### src/design/rgcf_pkg.sv
// ----------------------------------------------------------------------------
// rgcf_pkg
// Shared constants, register indexes and types of the radial gradient fill.
// ----------------------------------------------------------------------------
package rgcf_pkg;

   // Parameter defaults
   localparam int COORD_BITS_DEF    = 16;
   localparam int POS_FRAC_BITS_DEF = 16;

   // Fixed field widths
   localparam int FIELD_W  = 16;
   localparam int RADIUS_W = 12;
   localparam int COLOR_W  = 32;
   localparam int CHAN_W   = 8;
   localparam int NUM_CHAN = 4;
   localparam int CSR_IDX_W  = 3;
   localparam int CSR_DATA_W = 32;

   // Distance arithmetic: squared distance of an inside pixel fits D2_W bits,
   // the radicand is that value in Q.16, the root is the distance in Q.8
   localparam int D2_W   = 2 * RADIUS_W;
   localparam int RAD_W  = D2_W + 16;
   localparam int ROOT_W = RAD_W / 2;
   localparam int REM_W  = ROOT_W + 2;

   // Register indexes
   localparam logic [CSR_IDX_W-1:0] CSR_CENTER_X    = 3'd0;
   localparam logic [CSR_IDX_W-1:0] CSR_CENTER_Y    = 3'd1;
   localparam logic [CSR_IDX_W-1:0] CSR_RADIUS      = 3'd2;
   localparam logic [CSR_IDX_W-1:0] CSR_START_COLOR = 3'd3;
   localparam logic [CSR_IDX_W-1:0] CSR_END_COLOR   = 3'd4;

   // Data that travels alongside the distance through the long units
   typedef struct packed {
      logic [FIELD_W-1:0] x;
      logic [FIELD_W-1:0] y;
      logic               hit;
      logic               nonzero;
   } side_type;

endpackage

### src/design/rgcf_sqrt.sv
// ----------------------------------------------------------------------------
// rgcf_sqrt
// Pipelined integer square root, one result bit per stage.
// ----------------------------------------------------------------------------
module rgcf_sqrt #(
   parameter int SIDE_W = 1
) (
   input  logic                        clock,
   input  logic                        reset,
   input  logic                        advance,
   input  logic                        in_valid,
   input  logic [rgcf_pkg::RAD_W-1:0]  in_rad,
   input  logic [SIDE_W-1:0]           in_side,
   output logic                        out_valid,
   output logic [rgcf_pkg::ROOT_W-1:0] out_root,
   output logic [SIDE_W-1:0]           out_side
);
   import rgcf_pkg::*;

   logic              valid_ff [ROOT_W];
   logic [RAD_W-1:0]  rad_ff   [ROOT_W];
   logic [REM_W-1:0]  rem_ff   [ROOT_W];
   logic [ROOT_W-1:0] root_ff  [ROOT_W];
   logic [SIDE_W-1:0] side_ff  [ROOT_W];

   for (genvar i = 0; i < ROOT_W; i++) begin : g_stage
      logic              prev_valid;
      logic [RAD_W-1:0]  prev_rad;
      logic [REM_W-1:0]  prev_rem;
      logic [ROOT_W-1:0] prev_root;
      logic [SIDE_W-1:0] prev_side;
      logic [REM_W+1:0]  cat;
      logic [REM_W+1:0]  trial;
      logic              fits;
      logic [REM_W-1:0]  rem_in;
      logic [ROOT_W-1:0] root_in;
      logic [RAD_W-1:0]  rad_in;

      if (i == 0) begin : g_first
         assign prev_valid = in_valid;
         assign prev_rad   = in_rad;
         assign prev_rem   = '0;
         assign prev_root  = '0;
         assign prev_side  = in_side;
      end else begin : g_next
         assign prev_valid = valid_ff[i-1];
         assign prev_rad   = rad_ff[i-1];
         assign prev_rem   = rem_ff[i-1];
         assign prev_root  = root_ff[i-1];
         assign prev_side  = side_ff[i-1];
      end

      // Bring down the next bit pair and try the next root bit
      always_comb begin
         cat     = {prev_rem, prev_rad[RAD_W-1 -: 2]};
         trial   = (REM_W+2)'({prev_root, 2'b01});
         fits    = (cat >= trial);
         rem_in  = fits ? REM_W'(cat - trial) : REM_W'(cat);
         root_in = {prev_root[ROOT_W-2:0], fits};
         rad_in  = {prev_rad[RAD_W-3:0], 2'b00};
      end

      always_ff @(posedge clock) begin
         if (reset) begin
            valid_ff[i] <= 1'b0;
         end else if (advance) begin
            valid_ff[i] <= prev_valid;
         end
      end

      always_ff @(posedge clock) begin
         if (advance) begin
            rad_ff[i]  <= rad_in;
            rem_ff[i]  <= rem_in;
            root_ff[i] <= root_in;
            side_ff[i] <= prev_side;
         end
      end
   end

   assign out_valid = valid_ff[ROOT_W-1];
   assign out_root  = root_ff[ROOT_W-1];
   assign out_side  = side_ff[ROOT_W-1];

endmodule

### config.mk
export PLATFORM = sky130hd
export DESIGN_NAME = rgcf_sqrt
export DESIGN_NICKNAME = d
export VERILOG_FILES = /design/src/design/rgcf_pkg.sv /design/src/design/rgcf_sqrt.sv
export SDC_FILE = /design/constraint.sdc
export NUM_CORES = 1
export LEC_CHECK = 0
export BUFFER_PORTS_ARGS = -buffer_cell sky130_fd_sc_hd__buf_2
export CAP_MARGIN = 20
export CORE_MARGIN = 3
export CORE_UTILIZATION = 64
export CTS_BUF_LIST = sky130_fd_sc_hd__clkbuf_2
export DETAILED_ROUTE_END_ITERATION = 10
export GPL_ROUTABILITY_DRIVEN = 0
export PLACE_DENSITY = 0.89
export SLEW_MARGIN = 5
export SYNTH_ARGS = -nofsm -noshare
export SYNTH_HDL_FRONTEND = slang
export SYNTH_SLANG_ARGS = --single-unit
### constraint.sdc
create_clock -name clock -period 3.3 [get_ports clock]
set_input_delay 0.495 -clock clock [delete_from_list [all_inputs] [get_ports clock]]
set_output_delay 0.495 -clock clock [all_outputs]
set_load 0.03 [all_outputs]
==> flow_metrics.py <==
metrics = {
    "timing": {
        "clock_skew_ns": 0.124,
        "rsz0062_at_grt": "no",
        "slew_headroom_pct": 33.9,
        "period_share_pct": 94.9,
        "finalHoldViolations": 0,
        "min_period_ns": 3.13,
        "finalMaxSlewViolations": 0,
        "fmax_mhz": 319,
        "tns_ns": 0,
        "worst_slew_pin_slew_ns": 0.989,
        "timing.hold.ws_ns": 0.280,
        "setup_viol": 0,
    },
    "final_layout": {
        "nFillCells": 4471,
        "final_cell_mix": "1020 x edfxtp_1, 346 x clkbuf_2, 274 x inv_1",
        "area_growth_pct": 10.7,
        "drive_gt1_share_pct": 14.6,
        "final_common_cell": "edfxtp_1",
        "final_util_pct": 71.7,
        "fin_cells": 4959,
        "nNetsFinal": 4102,
    },
    "floorplan": {
        "core_mm2": 0.0716,
        "die_h_um": 275,
        "die_w_um": 275,
        "rows": 98,
        "start_util_pct": 64.7,
        "die_area_mm2": 0.0757,
        "io_pins": 67,
    },
    "grt": {
        "grt_antenna_before_repair": 2,
        "grt_pass1_vias": 29100,
        "grt-ovfl-total": 0,
        "grt_pass1_wl_mm": 139,
        "grt_max_degree": 119,
        "grt.total_usage_pct": 23.0,
    },
    "synthesis": {
        "synthArstFlopShare_pct": 0,
        "syn_inst": 3424,
        "ys_ff_latch": 1020,
        "mappedNetlistArea_mm2": 0.0463,
        "syn_nets": 3700,
        "avgSynthCellArea_um2": 13.5,
        "synth.distinct_cells": 87,
        "synth_ff_type": "edfxtp_1",
        "synth-edff-count": 1020,
        "ys_seq_area_share_pct": 66.1,
        "synth_warnings": 0,
    },
    "drt": {
        "ant_nets": 0,
        "remaining_drc_errors": 0,
        "routed_via_density": 5.76,
        "drt-initial-drc-count": 2396,
        "routedWlPerCell_um": 17.3,
        "dr.pass1.iters": 6,
        "wirelength_mm": 85.6,
        "vias": 28500,
    },
    "clocking": {
        "cts.sinks": 1020,
        "cts_buffers": 234,
        "cts_setup_buffers": 0,
        "htree_levels": 4,
        "root_buffer": "clkbuf_2",
        "cts_max_path_buffers": 3,
        "path_clk_slew_ns": 0.12,
        "cts_tree": "done",
        "clk_latency_ns": 1.44,
    },
    "power": {
        "p_leak_nw": 20.3,
        "p_per_area_mw_per_mm2": 585,
        "combPwrFrac_pct": 17.9,
        "peakVddDrop_mv": 0.378,
        "switching_power_mw": 8.66,
        "p_sw_share_pct": 28.9,
        "internal_power_mw": 21.3,
        "p_clk_share_pct": 25.9,
        "sequentialPowerShare_pct": 56.2,
    },
    "place": {
        "dpl.hpwl_mm": 56.0,
        "placed_cells": 4450,
        "portBuffers": 66,
    },
    "worst_setup_path": {
        "cp.required_ns": 4.53,
        "arrival_ns": 4.36,
        "cp_max_fo": 5,
        "startpoint_type": "flop",
        "end_kind": "flop",
        "critical_path_class": "flop to flop",
    },
    "outcome": {
        "status": "finished, final reports clean",
    },
    "min_path": {
        "worstHoldPathType": "input pin to flop",
    },
    "run": {
        "cap_viol_max_count": 0,
    },
}
[power by group through the flow]
stage          registers [mW]  logic (mW)  clock network [mW]
2_1_floorplan            16.9        3.79                   0
3_3_place_gp             17.1        4.86                   0
3_5_place_dp             17.2        5.12                   0
4_1_cts                  16.9        5.24                7.97
5_1_grt                  17.0        5.94                8.66
6_report                 16.9        5.36                7.77
[what timing repair did]
| item | CTS | global route |
|---|---|---|
| setup endpoints to repair | 0 | 24 |
| resized for setup | 0 | 7 |
| hold buffers | 90 | 0 |
| endpoints found under the hold margin | 1047 | 0 |
[final timing paths]
path	from	end	slack [ns]	cells past startpoint
worst max-delay path	rem_ff[2][0]	rem_ff[3][16]	0.17	7
worst min-delay path	reset	valid_ff[0][1]	0.28	4
worst min register to register	rad_ff[14][34]	rad_ff[15][36]	0.38	0
worst max register to register	rem_ff[2][0]	rem_ff[3][16]	0.17	7
[area by class of cell]
| type | instances | area (µm²) | share of cell area, % |
|---|---|---|---|
| Antenna cell | 1 | 2.50 | 0.00488 |
| Clock buffer | 346 | 1730 | 3.37 |
| Clock inverter | 72 | 375 | 0.732 |
| Inverter | 276 | 1040 | 2.02 |
| Multi-Input combinational cell | 2078 | 14500 | 28.2 |
| Sequential cell | 1020 | 30600 | 59.7 |
| Tap cell | 950 | 1190 | 2.32 |
| Timing Repair Buffer | 216 | 1870 | 3.64 |
[critical path, cell delays in order, from the launching register on]
cell and delay [ns]:
edfxtp_1 0.42, ha_1 0.40, nand4_1 0.18, or4_1 0.49, a2111oi_2 0.51, nand2_1 0.26
nor4_1 0.34, xor2_1 0.32
[metal layers]
layer / vias to the layer above / global-route usage (%) / routed length (µm)
li1: 13600 / - / -
met3: 264 / 5.14 / 5530
met5: - / 0 / 13
met1: 13600 / 28.1 / 34000
met4: 2 / 10.3 / 2980
met2: 1068 / 39.3 / 43100
[flip-flops by register name, summed over array words and instances (netlist names)]
signal / count
root_ff: 210
side_ff: 20
valid_ff: 20
rad_ff: 380
rem_ff: 390
[cells by family after synthesis]
group	after synthesis	synth area share, %
xor+xnor	309	5.84
fa+ha+maj	231	6.24
mux	55	1.32
simple gates	842	9.07
buf+inv	326	2.68
flops	1020	66.1
other cells	1	0.00809
compound gates	640	8.74
[synth_stat cells (all sizes together) (6+ instances only)]
cell	n	area share [%]
nor3b	7	0.11
o31ai	18	0.30
a211oi	24	0.41
nor3	88	0.95
nand2	182	1.5
o21a	45	0.73
or3	27	0.38
nor4	40	0.60
mux2	47	1.1
edfxtp	1020	66
clkbuf	31	0.25
o31a	7	0.13
nor2b	39	0.53
a2111oi	10	0.26
nand3	63	0.68
nand3b	13	0.21
o211ai	16	0.26
inv	276	2.2
a31oi	9	0.12
o21ai	141	1.5
o41ai	9	0.23
a21oi	235	2.5
a21boi	7	0.12
nor2	230	1.9
o21bai	9	0.15
xor2	148	2.8
buf	19	0.19
xnor2	161	3.0
or4	20	0.33
or2	14	0.19
mux2i	8	0.17
ha	231	6.2
a21o	59	0.96
and2	26	0.35
nand2b	38	0.51
nand4b	6	0.11
and3	8	0.11
nand4	27	0.36
[through the flow]
stage / area [µm²] / setup WS [ns] / total power, mW
after floorplan: 46300 / 0.478 / 20.7
after global placement: 48300 / 0.354 / 21.9
after detailed placement: 48300 / 0.226 / 22.3
after CTS: 51300 / 0.123 / 30.1
after global routing: 51300 / 0.00472 / 31.6
final: 51300 / 0.170 / 30.0
No activity file was read; power rests on OpenSTA's default activity.
